`config.mk`:
```
export PLATFORM = sky130hd
export DESIGN_NAME = waveform_sample_generator
export DESIGN_NICKNAME = d
export VERILOG_FILES = /design/src/rtl/wsg_pkg.sv /design/src/rtl/wsg_ctrl.sv /design/src/rtl/wsg_datapath.sv /design/src/rtl/waveform_sample_generator.sv
export SDC_FILE = /design/constraint.sdc
export NUM_CORES = 1
export LEC_CHECK = 0
export ABC_AREA = 1
export BUFFER_PORTS_ARGS = -buffer_cell sky130_fd_sc_hd__buf_2
export CAP_MARGIN = 20
export CORE_ASPECT_RATIO = 1.4
export CORE_MARGIN = 2
export CORE_UTILIZATION = 59
export CTS_CLUSTER_SIZE = 28
export DETAILED_ROUTE_END_ITERATION = 16
export GPL_ROUTABILITY_DRIVEN = 1
export PLACE_DENSITY = 0.76
export SYNTH_ARGS = -nofsm -noshare
export SYNTH_HDL_FRONTEND = slang
export SYNTH_SLANG_ARGS = --single-unit
```
`constraint.sdc`:
```
create_clock -name clk_i -period 6.5 [get_ports clk_i]
set_clock_uncertainty 0.15 [all_clocks]
set_input_delay 0.325 -clock clk_i [delete_from_list [all_inputs] [get_ports clk_i]]
set_output_delay 0.325 -clock clk_i [all_outputs]
set_load 0.05 [all_outputs]
```
`src/rtl/wsg_pkg.sv`:
```
// ----------------------------------------------------------------------------
// wsg_pkg
// Shared types, constants and waveform tables for the waveform sample
// generator.
// ----------------------------------------------------------------------------
package wsg_pkg;

  localparam int unsigned TimerClock = 4000000;
  localparam int unsigned DivSteps   = 22;
  localparam int unsigned CntW       = $clog2(DivSteps);
  localparam int unsigned DivisorW   = 21;
  localparam int unsigned ReloadW    = 21;
  localparam int unsigned MaxReload  = 2000000;

  typedef enum logic [1:0] {
    CFG_WAVEFORM  = 2'd0,
    CFG_FREQUENCY = 2'd1,
    CFG_AMPLITUDE = 2'd2,
    CFG_UNUSED    = 2'd3
  } cfg_index_e;

  typedef enum logic [1:0] {
    WAVE_SQUARE   = 2'd0,
    WAVE_TRIANGLE = 2'd1,
    WAVE_SINE     = 2'd2,
    WAVE_SAWTOOTH = 2'd3
  } wave_e;

  typedef enum logic [1:0] {
    ST_IDLE,
    ST_SCALE,
    ST_DIVIDE,
    ST_DONE
  } state_e;

  typedef struct packed {
    logic load;
    logic setup;
    logic step;
    logic out_load;
  } cmd_t;

  typedef struct packed {
    logic div_last;
  } status_t;

  function automatic logic [7:0] sine32(input logic [4:0] idx);
    logic [7:0] v;
    unique case (idx)
      5'd0:  v = 8'd128; 5'd1:  v = 8'd153; 5'd2:  v = 8'd178; 5'd3:  v = 8'd201;
      5'd4:  v = 8'd220; 5'd5:  v = 8'd236; 5'd6:  v = 8'd248; 5'd7:  v = 8'd254;
      5'd8:  v = 8'd255; 5'd9:  v = 8'd251; 5'd10: v = 8'd242; 5'd11: v = 8'd229;
      5'd12: v = 8'd211; 5'd13: v = 8'd190; 5'd14: v = 8'd166; 5'd15: v = 8'd140;
      5'd16: v = 8'd115; 5'd17: v = 8'd89;  5'd18: v = 8'd65;  5'd19: v = 8'd44;
      5'd20: v = 8'd26;  5'd21: v = 8'd13;  5'd22: v = 8'd4;   5'd23: v = 8'd0;
      5'd24: v = 8'd1;   5'd25: v = 8'd7;   5'd26: v = 8'd19;  5'd27: v = 8'd35;
      5'd28: v = 8'd54;  5'd29: v = 8'd77;  5'd30: v = 8'd102; 5'd31: v = 8'd128;
      default: v = 8'd0;
    endcase
    return v;
  endfunction

  function automatic logic [7:0] sine60(input logic [5:0] idx);
    logic [7:0] v;
    case (idx)
      6'd0:  v = 8'd128; 6'd1:  v = 8'd141; 6'd2:  v = 8'd154; 6'd3:  v = 8'd167;
      6'd4:  v = 8'd180; 6'd5:  v = 8'd192; 6'd6:  v = 8'd203; 6'd7:  v = 8'd213;
      6'd8:  v = 8'd223; 6'd9:  v = 8'd231; 6'd10: v = 8'd238; 6'd11: v = 8'd244;
      6'd12: v = 8'd249; 6'd13: v = 8'd253; 6'd14: v = 8'd254; 6'd15: v = 8'd255;
      6'd16: v = 8'd254; 6'd17: v = 8'd253; 6'd18: v = 8'd249; 6'd19: v = 8'd244;
      6'd20: v = 8'd238; 6'd21: v = 8'd231; 6'd22: v = 8'd223; 6'd23: v = 8'd213;
      6'd24: v = 8'd203; 6'd25: v = 8'd192; 6'd26: v = 8'd180; 6'd27: v = 8'd167;
      6'd28: v = 8'd154; 6'd29: v = 8'd141; 6'd30: v = 8'd128; 6'd31: v = 8'd114;
      6'd32: v = 8'd101; 6'd33: v = 8'd88;  6'd34: v = 8'd75;  6'd35: v = 8'd64;
      6'd36: v = 8'd52;  6'd37: v = 8'd42;  6'd38: v = 8'd32;  6'd39: v = 8'd24;
      6'd40: v = 8'd17;  6'd41: v = 8'd11;  6'd42: v = 8'd6;   6'd43: v = 8'd2;
      6'd44: v = 8'd0;   6'd45: v = 8'd0;   6'd46: v = 8'd0;   6'd47: v = 8'd2;
      6'd48: v = 8'd6;   6'd49: v = 8'd11;  6'd50: v = 8'd17;  6'd51: v = 8'd24;
      6'd52: v = 8'd32;  6'd53: v = 8'd42;  6'd54: v = 8'd52;  6'd55: v = 8'd64;
      6'd56: v = 8'd75;  6'd57: v = 8'd88;  6'd58: v = 8'd101; 6'd59: v = 8'd114;
      default: v = 8'd0;
    endcase
    return v;
  endfunction

endpackage

```
`src/rtl/wsg_ctrl.sv`:
```
// ----------------------------------------------------------------------------
// wsg_ctrl
// Sequencer for one tick: phase update, amplitude scaling, reload division
// and hand-off to the output register.
// ----------------------------------------------------------------------------
module wsg_ctrl (
  input  logic             clk_i,
  input  logic             rst_ni,
  input  logic             tick_valid_i,
  input  logic             tick_i,
  output logic             tick_stall_o,
  output logic             out_valid_o,
  input  logic             out_stall_i,
  input  wsg_pkg::status_t status_i,
  output wsg_pkg::cmd_t    cmd_o
);

  wsg_pkg::state_e state_q, state_d;
  logic            out_valid_q, out_valid_d;
  logic            accept;

  assign tick_stall_o = (state_q != wsg_pkg::ST_IDLE);
  assign accept       = tick_valid_i && !tick_stall_o;
  assign out_valid_o  = out_valid_q;

  always_ff @(posedge clk_i or negedge rst_ni) begin
    if (!rst_ni) begin
      state_q     <= wsg_pkg::ST_IDLE;
      out_valid_q <= 1'b0;
    end else begin
      state_q     <= state_d;
      out_valid_q <= out_valid_d;
    end
  end

  always_comb begin
    state_d      = state_q;
    cmd_o        = '0;
    out_valid_d  = out_valid_q && out_stall_i;
    unique case (state_q)
      wsg_pkg::ST_IDLE: begin
        if (accept && tick_i) begin
          cmd_o.load = 1'b1;
          state_d    = wsg_pkg::ST_SCALE;
        end
      end
      wsg_pkg::ST_SCALE: begin
        cmd_o.setup = 1'b1;
        state_d     = wsg_pkg::ST_DIVIDE;
      end
      wsg_pkg::ST_DIVIDE: begin
        cmd_o.step = 1'b1;
        if (status_i.div_last) begin
          state_d = wsg_pkg::ST_DONE;
        end
      end
      wsg_pkg::ST_DONE: begin
        if (!out_valid_q || !out_stall_i) begin
          cmd_o.out_load = 1'b1;
          out_valid_d    = 1'b1;
          state_d        = wsg_pkg::ST_IDLE;
        end
      end
      default: state_d = wsg_pkg::ST_IDLE;
    endcase
  end

endmodule

```
`src/rtl/wsg_datapath.sv`:
```
// ----------------------------------------------------------------------------
// wsg_datapath
// Configuration registers, per-waveform phase state, amplitude scaling and
// a restoring divider for the timer reload count.
// ----------------------------------------------------------------------------
module wsg_datapath (
  input  logic                         clk_i,
  input  logic                         rst_ni,
  input  logic                         cfg_we_i,
  input  logic [1:0]                   cfg_index_i,
  input  logic [12:0]                  cfg_data_i,
  input  wsg_pkg::cmd_t                cmd_i,
  output wsg_pkg::status_t             status_o,
  output logic [7:0]                   sample_o,
  output logic [wsg_pkg::ReloadW-1:0]  reload_count_o
);

  localparam int unsigned DivW = wsg_pkg::DivSteps;

  logic [1:0]  waveform_q;
  logic [12:0] freq_q;
  logic [7:0]  amp_q;

  logic        square_high_q, square_high_d;
  logic [7:0]  tri_level_q, tri_level_d;
  logic        tri_falling_q, tri_falling_d;
  logic [5:0]  sine_index_q, sine_index_d;
  logic [7:0]  saw_level_q, saw_level_d;

  logic [7:0]                     level_q, level_d;
  logic [wsg_pkg::DivisorW-1:0]   div_q, div_d;
  logic [15:0]                    prod_q;
  logic [wsg_pkg::DivisorW-1:0]   rem_q;
  logic [DivW-1:0]                quo_q;
  logic [wsg_pkg::CntW-1:0]       cnt_q;
  logic [7:0]                     sample_q;
  logic [wsg_pkg::ReloadW-1:0]    reload_q;

  logic [12:0] f_eff;
  logic [13:0] base;
  logic [7:0]  mul_k;
  logic [8:0]  tri_up;
  logic [7:0]  tri_step;
  logic [5:0]  sine_idx;
  logic [7:0]  saw_next;
  logic [DivW-1:0] trial;
  logic        trial_ge;
  logic [15:0] scale_sum;

  always_ff @(posedge clk_i or negedge rst_ni) begin
    if (!rst_ni) begin
      waveform_q <= 2'd0;
      freq_q     <= 13'd10;
      amp_q      <= 8'd255;
    end else if (cfg_we_i) begin
      unique case (wsg_pkg::cfg_index_e'(cfg_index_i))
        wsg_pkg::CFG_WAVEFORM:  waveform_q <= cfg_data_i[1:0];
        wsg_pkg::CFG_FREQUENCY: freq_q     <= cfg_data_i;
        wsg_pkg::CFG_AMPLITUDE: amp_q      <= cfg_data_i[7:0];
        wsg_pkg::CFG_UNUSED:    ;
        default:                ;
      endcase
    end
  end

  assign f_eff = (freq_q == 13'd0) ? 13'd1 : freq_q;

  always_comb begin
    square_high_d = square_high_q;
    tri_level_d   = tri_level_q;
    tri_falling_d = tri_falling_q;
    sine_index_d  = sine_index_q;
    saw_level_d   = saw_level_q;
    level_d       = 8'd0;
    base          = 14'(f_eff) + 14'd100;
    mul_k         = 8'd32;
    tri_step      = (f_eff < 13'd1000) ? 8'd4 : 8'd16;
    tri_up        = {1'b0, tri_level_q} + {1'b0, tri_step};
    sine_idx      = 6'd0;
    saw_next      = saw_level_q + ((f_eff < 13'd2000) ? 8'd4 : 8'd8);
    unique case (wsg_pkg::wave_e'(waveform_q))
      wsg_pkg::WAVE_SQUARE: begin
        level_d       = square_high_q ? 8'd0 : 8'd255;
        square_high_d = !square_high_q;
        base          = {1'b0, f_eff};
        mul_k         = 8'd2;
      end
      wsg_pkg::WAVE_TRIANGLE: begin
        level_d = tri_level_q;
        if (!tri_falling_q) begin
          if (tri_up >= ((f_eff < 13'd1000) ? 9'd253 : 9'd241)) begin
            tri_level_d   = 8'd255;
            tri_falling_d = 1'b1;
          end else begin
            tri_level_d   = tri_up[7:0];
            tri_falling_d = (tri_up >= 9'd247);
          end
        end else begin
          if (tri_level_q < ((f_eff < 13'd1000) ? 8'd9 : 8'd31)) begin
            tri_level_d   = 8'd0;
            tri_falling_d = 1'b0;
          end else begin
            tri_level_d = tri_level_q - tri_step;
          end
        end
        if (f_eff < 13'd1000) begin
          base  = {1'b0, f_eff};
          mul_k = 8'd128;
        end
      end
      wsg_pkg::WAVE_SINE: begin
        if (f_eff < 13'd2500) begin
          sine_idx     = (sine_index_q > 6'd59) ? 6'd0 : sine_index_q;
          level_d      = wsg_pkg::sine60(sine_idx);
          sine_index_d = (sine_idx == 6'd59) ? 6'd0 : sine_idx + 6'd1;
          base         = {1'b0, f_eff};
          mul_k        = 8'd60;
        end else begin
          sine_idx     = (sine_index_q > 6'd31) ? 6'd0 : sine_index_q;
          level_d      = wsg_pkg::sine32(sine_idx[4:0]);
          sine_index_d = (sine_idx == 6'd31) ? 6'd0 : sine_idx + 6'd1;
        end
      end
      wsg_pkg::WAVE_SAWTOOTH: begin
        level_d     = saw_level_q;
        saw_level_d = (saw_next == 8'd255) ? 8'd0 : saw_next;
        if (f_eff < 13'd2000) begin
          base  = {1'b0, f_eff};
          mul_k = 8'd64;
        end
      end
      default: ;
    endcase
    div_d = {13'd0, mul_k} * {7'd0, base};
  end

  always_ff @(posedge clk_i or negedge rst_ni) begin
    if (!rst_ni) begin
      square_high_q <= 1'b0;
      tri_level_q   <= 8'd0;
      tri_falling_q <= 1'b0;
      sine_index_q  <= 6'd0;
      saw_level_q   <= 8'd0;
    end else if (cmd_i.load) begin
      square_high_q <= square_high_d;
      tri_level_q   <= tri_level_d;
      tri_falling_q <= tri_falling_d;
      sine_index_q  <= sine_index_d;
      saw_level_q   <= saw_level_d;
    end
  end

  always_ff @(posedge clk_i or negedge rst_ni) begin
    if (!rst_ni) begin
      cnt_q <= '0;
    end else if (cmd_i.setup) begin
      cnt_q <= wsg_pkg::CntW'(wsg_pkg::DivSteps - 1);
    end else if (cmd_i.step && cnt_q != '0) begin
      cnt_q <= cnt_q - 1'b1;
    end
  end

  assign status_o.div_last = (cnt_q == '0);

  assign trial    = {rem_q, quo_q[DivW-1]};
  assign trial_ge = (trial >= {1'b0, div_q});

  always_ff @(posedge clk_i) begin
    if (cmd_i.load) begin
      level_q <= level_d;
      div_q   <= div_d;
    end
    if (cmd_i.setup) begin
      prod_q <= {8'd0, level_q} * {8'd0, amp_q};
      rem_q  <= '0;
      quo_q  <= DivW'(wsg_pkg::TimerClock);
    end else if (cmd_i.step) begin
      rem_q <= trial_ge ? wsg_pkg::DivisorW'(trial - {1'b0, div_q})
                        : trial[wsg_pkg::DivisorW-1:0];
      quo_q <= {quo_q[DivW-2:0], trial_ge};
    end
  end

  // Exact divide by 255 for any product of two 8-bit values.
  assign scale_sum = prod_q + {8'd0, prod_q[15:8]} + 16'd1;

  always_ff @(posedge clk_i) begin
    if (cmd_i.out_load) begin
      sample_q <= scale_sum[15:8];
      reload_q <= quo_q[wsg_pkg::ReloadW-1:0];
    end
  end

  assign sample_o       = sample_q;
  assign reload_count_o = reload_q;

endmodule

```
`src/rtl/waveform_sample_generator.sv`:
```
// ----------------------------------------------------------------------------
// waveform_sample_generator
// Function generator core: one DAC sample and the next timer reload count
// for each timer tick, in square, triangle, sine or sawtooth mode.
// ----------------------------------------------------------------------------
// Usage: the timer offers a tick beat on tick_valid_i/tick_i; the block takes
// it when tick_stall_o is low. A beat with tick_i low is taken and produces
// nothing. A beat with tick_i high produces one result beat on out_valid_o
// with sample_o and reload_count_o, taken when out_stall_i is low.
// The work runs in order: the phase update and divisor product, then the
// amplitude product, then the bit-serial restoring divider that forms
// 4000000 / divisor, then the load of the output register. No new tick is
// taken before that load. The output register holds a result while the
// receiver stalls; the next tick is worked on meanwhile and waits in its
// final step until the register frees up. Reset sets waveform to square,
// frequency to 10 Hz, amplitude to 255 and clears all phase state. The user
// must make configuration writes only while no tick is in flight; the block
// itself does not enforce this.
module waveform_sample_generator (
  input  logic        clk_i,
  input  logic        rst_ni,
  input  logic        cfg_we_i,
  input  logic [1:0]  cfg_index_i,
  input  logic [12:0] cfg_data_i,
  input  logic        tick_valid_i,
  output logic        tick_stall_o,
  input  logic        tick_i,
  output logic        out_valid_o,
  input  logic        out_stall_i,
  output logic [7:0]  sample_o,
  output logic [20:0] reload_count_o
);

  wsg_pkg::cmd_t    cmd;
  wsg_pkg::status_t status;

  wsg_ctrl u_ctrl (
    .clk_i        (clk_i),
    .rst_ni       (rst_ni),
    .tick_valid_i (tick_valid_i),
    .tick_i       (tick_i),
    .tick_stall_o (tick_stall_o),
    .out_valid_o  (out_valid_o),
    .out_stall_i  (out_stall_i),
    .status_i     (status),
    .cmd_o        (cmd)
  );

  wsg_datapath u_datapath (
    .clk_i          (clk_i),
    .rst_ni         (rst_ni),
    .cfg_we_i       (cfg_we_i),
    .cfg_index_i    (cfg_index_i),
    .cfg_data_i     (cfg_data_i),
    .cmd_i          (cmd),
    .status_o       (status),
    .sample_o       (sample_o),
    .reload_count_o (reload_count_o)
  );

`ifndef NO_ASSERTIONS
  a_tick_starts_work: assert property (@(posedge clk_i) disable iff (!rst_ni)
    (tick_valid_i && !tick_stall_o && tick_i) |=> tick_stall_o)
    else $error("Accepted tick did not start work.");

  a_empty_tick_idle: assert property (@(posedge clk_i) disable iff (!rst_ni)
    (tick_valid_i && !tick_stall_o && !tick_i) |=> !tick_stall_o)
    else $error("Empty tick started work.");

  a_reload_range: assert property (@(posedge clk_i) disable iff (!rst_ni)
    out_valid_o |-> (reload_count_o <= 21'(wsg_pkg::MaxReload)))
    else $error("Reload count out of range.");

  a_no_result_when_busy_starts: assert property (@(posedge clk_i) disable iff (!rst_ni)
    (tick_valid_i && !tick_stall_o && tick_i) |=> ##1 tick_stall_o)
    else $error("Tick finished too early.");
`endif

endmodule
```
## Word level (Yosys, flattened, before mapping)

Memory sizes are Yosys's and may differ from the RTL's.
Index checks and enable logic that the tools add are counted.

- Flip-flop bits (word level): 172
- Memory bits (read-only): 768
- Output and inout port bits: 31
- Word-level logic and storage cells: 123
- Memories: 2

- Add/subtract/negate cells: 10
- Multipliers: 2
- Order comparisons: 9
- Equality and inequality tests: 14
- Multiplexer cells: 43
- Reduce and logical (&&, ||, !) cells: 25

Memories:

| name | depth | width | rd ports | clocked after Yosys merged registers in | write ports | line | RTL |
|---|---|---|---|---|---|---|---|
| (no name shown) | 64 | 8 | 1 | 0 | 0 | wsg_pkg.sv:65 | `case (idx)` |
| (no name shown) | 32 | 8 | 1 | 0 | 0 | wsg_pkg.sv:49 | `unique case (idx)` |

Operators by type and width:

| kind | number |
|---|---|
| $pmux W8 S4 | 2 |
| $mux W8 | 7 |
| $pmux W14 S4 | 1 |
| $mux W14 | 3 |
| $mux W6 | 5 |
| $mux W5 | 5 |
| $ge A22 B21 Y1 | 1 |
| $mul A8 B14 Y21 | 1 |
| $mux W21 | 1 |
| $sub A21 B21 Y21 | 1 |
| $add A16 B1 Y16 const B | 1 |
| $add A16 B8 Y16 | 1 |
| $mul A8 B8 Y16 | 1 |
| $add A13 B7 Y14 const B | 1 |
| $reduce_and A2 Y1 | 7 |
| $logic_not A13 Y1 | 1 |
| $lt A13 B10 Y1 const B | 1 |
| $lt A13 B11 Y1 const B | 1 |
| $lt A13 B12 Y1 const B | 1 |
| $mux W13 | 1 |
| $add A6 B1 Y6 const B | 2 |
| $mux W1 | 11 |
| $eq A2 B2 Y1 const B | 5 |
| $add A8 B8 Y9 | 1 |
| other kinds (26) | 41 |

## Logic depth before layout (Yosys ltp)

- Depth in word-level cells: 8
- Gate-level depth with buffers: 36
- Depth with buffers taken out: 36

## Cells and area by module

Synthesis repeated with hierarchy kept, for this count alone.

- Cell total of the unflattened synthesis: 2081
- Area total of the unflattened synthesis: 15755.1 sq um

Modules (own cells, without submodules):

| module | times used | cells each | area an instance (sq um) | seq. area each (sq um) |
|---|---|---|---|---|
| wsg_datapath | 1 | 2053 | 15536.2 | 4291.6 |
| wsg_ctrl | 1 | 28 | 219.0 | 75.1 |

## Worst setup path before layout

No wires, ideal clock.

- Path type: register to register
- Start: register u_datapath.freq_q[3]
- End: register u_datapath.div_q[18] in the netlist's numbering, data pin
- Data arrival time: 5325 ps
- Path slack: 773 ps
- Cell stages (with the launch flop): 34
- Buffers on the path: 0
- Clock period less this slack: 5727 ps
- Cells stage by stage: dfstp_2 inv_1 ha_1 nand2_1 nor2_2 nand2_2 nand2_2 nand3_2 nand3_2 nand2_4 nand2_4 nand2_4 nand2_1 o21ai_2 nand2_1 fa_1 inv_1 fa_1 fa_1 inv_1 fa_1 inv_1 ha_1 inv_1 nor3_1 nand2_1 nand2_1 nand2_1 nand2_1 a21oi_1 o21ai_0 nand2_1 nand3_1 nand2_1

- Cells in the longest elaborated chain, start to end: 6
- Elaborated cells between the ends (all ways): 15
- Those cells by class: add/sub: 1; mul: 1; order compare: 3; mux: 9; reduce/logical: 1

RTL lines:

| what | line | RTL |
|---|---|---|
| from (decl) | wsg_datapath.sv:21 | `logic [12:0] freq_q;` |
| from (signal assigned) | wsg_datapath.sv:58 | `wsg_pkg::CFG_FREQUENCY: freq_q <= cfg_data_i;` |
| $logic_not A13 Y1 | wsg_datapath.sv:66 | `assign f_eff = (freq_q == 13'd0) ? 13'd1 : freq_q;` |
| $mux W13 (*) | wsg_datapath.sv:66 |  |
| $add A13 B7 Y14, or another cell as far along | wsg_datapath.sv:75 | `base = 14'(f_eff) + 14'd100;` |
| $mux W14, or another cell as far along | wsg_datapath.sv:127 | `if (f_eff < 13'd2000) begin` |
| $pmux W14 S4 or $pmux W8 S4 (tied branches) | wsg_datapath.sv:81 | `unique case (wsg_pkg::wave_e'(waveform_q))` |
| $mul A8 B14 Y21 (*) | wsg_datapath.sv:134 | `div_d = {13'd0, mul_k} * {7'd0, base};` |
| named net u_datapath.div_d, one bit | wsg_datapath.sv:31 | `logic [wsg_pkg::DivisorW-1:0] div_q, div_d;` |
| to (signal assigned) | wsg_datapath.sv:171 | `div_q <= div_d;` |
| to (decl) | wsg_datapath.sv:31 |  |

Mark *: on every way through the listed nets, which the timed path passes. The rest lies on a longest branch.
A chain may end at the register's enable or synchronous reset.

## Worst setup path after layout

- Start: register u_datapath.freq_q[2]
- End: register u_datapath.div_q[18] in the netlist's numbering, data pin

Same word-level chain as after synthesis.

==> impl_metrics.json <==
{
  "initial_core_util_pct": 60.2,
  "num_vias": 12900,
  "wl_met3_um": 1310,
  "path_common_cell": "nand2_1",
  "leakagePower_nw": 8.72,
  "arrival_ns": 6.14,
  "htreeDepth": 4,
  "grt_pass1_wl_um": 59300,
  "powerDensity_nw_per_um2": 406,
  "worst_slew_pin_slew_ns": 1.01,
  "ant_nets": 0,
  "finalHoldViolations": 0,
  "endpoint": "u_datapath.div_q[18]$_DFFE_PP_",
  "max-slew-margin-rel_pct": 32.5,
  "slew_violations": 0,
  "numCtsBuffers": 17,
  "crit_path_top_delay_cell": "fa_1",
  "synth_edf_count": 73,
  "r2r_slack_ns": 0.41,
  "final_common_cell": "nand2_1",
  "cp_max_fo": 12,
  "synth-seq-cells": 168,
  "synth_area_per_cell_sq_um": 7.81,
  "firstDrtPassIters": 5,
  "period_needed_ns": 6.09,
  "synthSimpleGateAreaFrac_pct": 21.4,
  "antenna_cells": 0,
  "setup_tns_ns": 0,
  "die_h_um": 195,
  "routed_wl_um": 35600,
  "final-setup-viol-count": 0,
  "synth-seq-area-share_pct": 28.5,
  "r2r-start": "u_datapath.freq_q[2]$_DFFE_PN0P_",
  "area_delta_synth_final_pct": 8.65,
  "crit_start": "u_datapath.freq_q[2]$_DFFE_PN0P_",
  "globalRouteOverflowTotal": 0,
  "cp-end-kind": "flip-flop",
  "ys_warn_count": 0,
  "final_cell_count_no_fill": 2346,
  "portBuffers": 51,
  "wl_per_cell_um": 15.2,
  "drt_iter0_drc": 927,
  "critPathMaxStageDelay_ns": 0.54,
  "cap_violations": 0,
  "clkTransAtPathRegs_ns": 0.08,
  "dp_hpwl_um": 27900,
  "insertion_delay_ns": 0.45,
  "netlist_instances": 1962,
  "place.gp.congestion": 0.959,
  "synth.distinct_cells": 57,
  "drive_gt1_share_pct": 8.58,
  "antenna_found_initial": 0,
  "synth_xor_area_share_pct": 3.77,
  "reg2regPathDepth": 32,
  "status": "completed",
  "clock-sinks": 168,
  "drc_errors": 0,
  "required_ns": 6.55,
  "max_freq_ghz": 0.164,
  "cts-root-buf": "clkbuf_16",
  "wl_met2_um": 18500,
  "finalCritPeriodShare_pct": 93.7,
  "die-area_sq_um": 27300,
  "core.rowCount": 69,
  "grt_usage_pct": 26.6,
  "worstReg2RegEnd": "u_datapath.div_q[18]$_DFFE_PP_",
  "core_area_sq_um": 25500,
  "place_inst": 2301,
  "hp-class": "primary input to flip-flop",
  "path_class": "flip-flop to flip-flop",
  "crit_path_start_kind": "flip-flop",
  "routed.top_layer": "met4",
  "chipWidth_um": 140,
  "synth_fa_ha_area_share_pct": 24.5,
  "wl_met1_um": 14500,
  "netlist_area_sq_um": 15300,
  "nNetsFinal": 2277,
  "async_flop_share_pct": 31.0,
  "vdd_drop_max_mv": 0.220,
  "synth-main-ff-cell": "edfxtp_1",
  "ios": 52,
  "grt_pass1_vias": 12800,
  "synth_compound_area_share_pct": 11.0,
  "cts_buffer_depth": 2,
  "rsz0062_at_grt": "no",
  "cts_tree": "yes",
  "viasPerCell": 5.49,
  "grt_max_degree": 53,
  "synthMuxAreaShare_pct": 0,
  "synth_top_family_by_area": "adder cells",
  "fillCellCount": 2173,
  "final_cell_mix": "nand2_1, inv_1, nor2_1, ha_1, nand3_1"
}
-- worst min-delay path by stage --
stage | from | cells after the start | slack [ns] | endpoint
2_1_floorplan | rst_ni | 0 | -0.12 | u_ctrl.out_valid_o$_DFF_PN0_
3_3_place_gp | u_datapath.quo_q[0]$_SDFFE_PP0P_ | 0 | 0.27 | u_datapath.reload_count_o[0]$_DFFE_PP_
3_5_place_dp | u_datapath.quo_q[0]$_SDFFE_PP0P_ | 0 | 0.27 | u_datapath.reload_count_o[0]$_DFFE_PP_
4_1_cts | cfg_data_i[11] | 3 | 0.02 | u_datapath.freq_q[11]$_DFFE_PN0P_
5_1_grt | cfg_data_i[11] | 3 | 0.04 | u_datapath.freq_q[11]$_DFFE_PN0P_
6_report | cfg_data_i[11] | 3 | 0.03 | u_datapath.freq_q[11]$_DFFE_PN0P_
-- report_power, final --
part,internal (mW),leakage [nW],total [mW],switching (mW)
Combinational,1.30,6.79,3.89,2.59
Clock,0.567,0.296,1.05,0.480
Sequential,1.58,1.63,1.83,0.248
Total,3.45,8.72,6.76,3.32
-- logic make-up (layout without fill, tap and decap cells) --
group           Yosys count  in the layout
other cells               2             13
compound gates          290            290
fa+ha+maj               242            242
xor+xnor                 66             66
buf+inv                 427            481
simple gates            767            767
flops                   168            168
-- final cells by class --
class	instances	area, sq um	share of cell area, %
Inverter	372	1400	8.39
Timing Repair Buffer	77	480	2.89
Tap cell	319	399	2.40
Sequential cell	168	4370	26.2
Clock inverter	13	153	0.917
Multi-Input combinational cell	1378	9400	56.5
Clock buffer	19	453	2.72
-- critical path, delay by kind of cell (launching register included) --
kind	cells	cell delay [ns]
AND/OR/NAND/NOR	17	1.69
buffers and inverters	5	0.31
AO/OA/AOI/OAI	4	0.65
adder cells (fa/ha/maj)	6	2.57
flip-flops	1	0.44
-- cells in the mapped netlist, drive strengths merged, types with 5 or more instances --
cell type	count	area, sq um
a21o	5	37.5
a21oi	104	532
a31oi	21	131
buf	23	144
clkbuf	32	120
dfrtp	42	1050
dfstp	10	263
dfxtp	43	861
edfxtp	73	2190
fa	96	1920
ha	146	1830
inv	370	1390
nand2	413	1590
nand3	107	546
nand4	22	150
nor2	199	830
nor3	13	65.1
o2111ai	8	70.1
o211ai	18	140
o21ai	96	495
o22ai	11	68.8
or2	6	37.5
xnor2	13	114
xor2	53	464
-- per-layer routing --
layer  vias up  GRT usage, %
li1       6371             -
met5         -             0
met4         0          11.0
met3       100          3.52
met2       324          49.2
met1      6076          30.7
-- through the flow --
step / setup slack [ns] / total power [mW] / util, % / hold WS, ns / area (sq um)
floorplan: 0.773 / 4.80 / - / -0.121 / 15400
global placement: 0.323 / 5.60 / 62.3 / 0.275 / 15900
detailed placement: 0.108 / 5.67 / 62.3 / 0.272 / 15900
CTS: 0.0538 / 6.74 / 64.9 / 0.0195 / 16500
global route: 0.0375 / 7.37 / 65.4 / 0.0361 / 16600
finish: 0.413 / 6.76 / 65.4 / 0.0330 / 16600
-- timing repair --
item	in CTS	in global routing
gates resized for setup	0	11
setup endpoints to repair	0	4
hold buffers	7	0
buffers inserted	0	6
hold endpoints to repair	49	0
-- state kept, by name (all words and copies together) (netlist names), 5 cells and up --
register / cells
u_datapath.amp_q: 8
u_datapath.cnt_q: 5
u_datapath.sample_o: 8
u_datapath.div_q: 20
u_datapath.rem_q: 21
u_datapath.level_q: 8
u_datapath.freq_q: 13
u_datapath.tri_level_q: 7
u_datapath.sine_index_q: 6
u_datapath.reload_count_o: 21
u_datapath.prod_q: 16
u_datapath.quo_q: 22
u_datapath.saw_level_q: 6
Note: power is estimated with default switching activity, not from simulation.
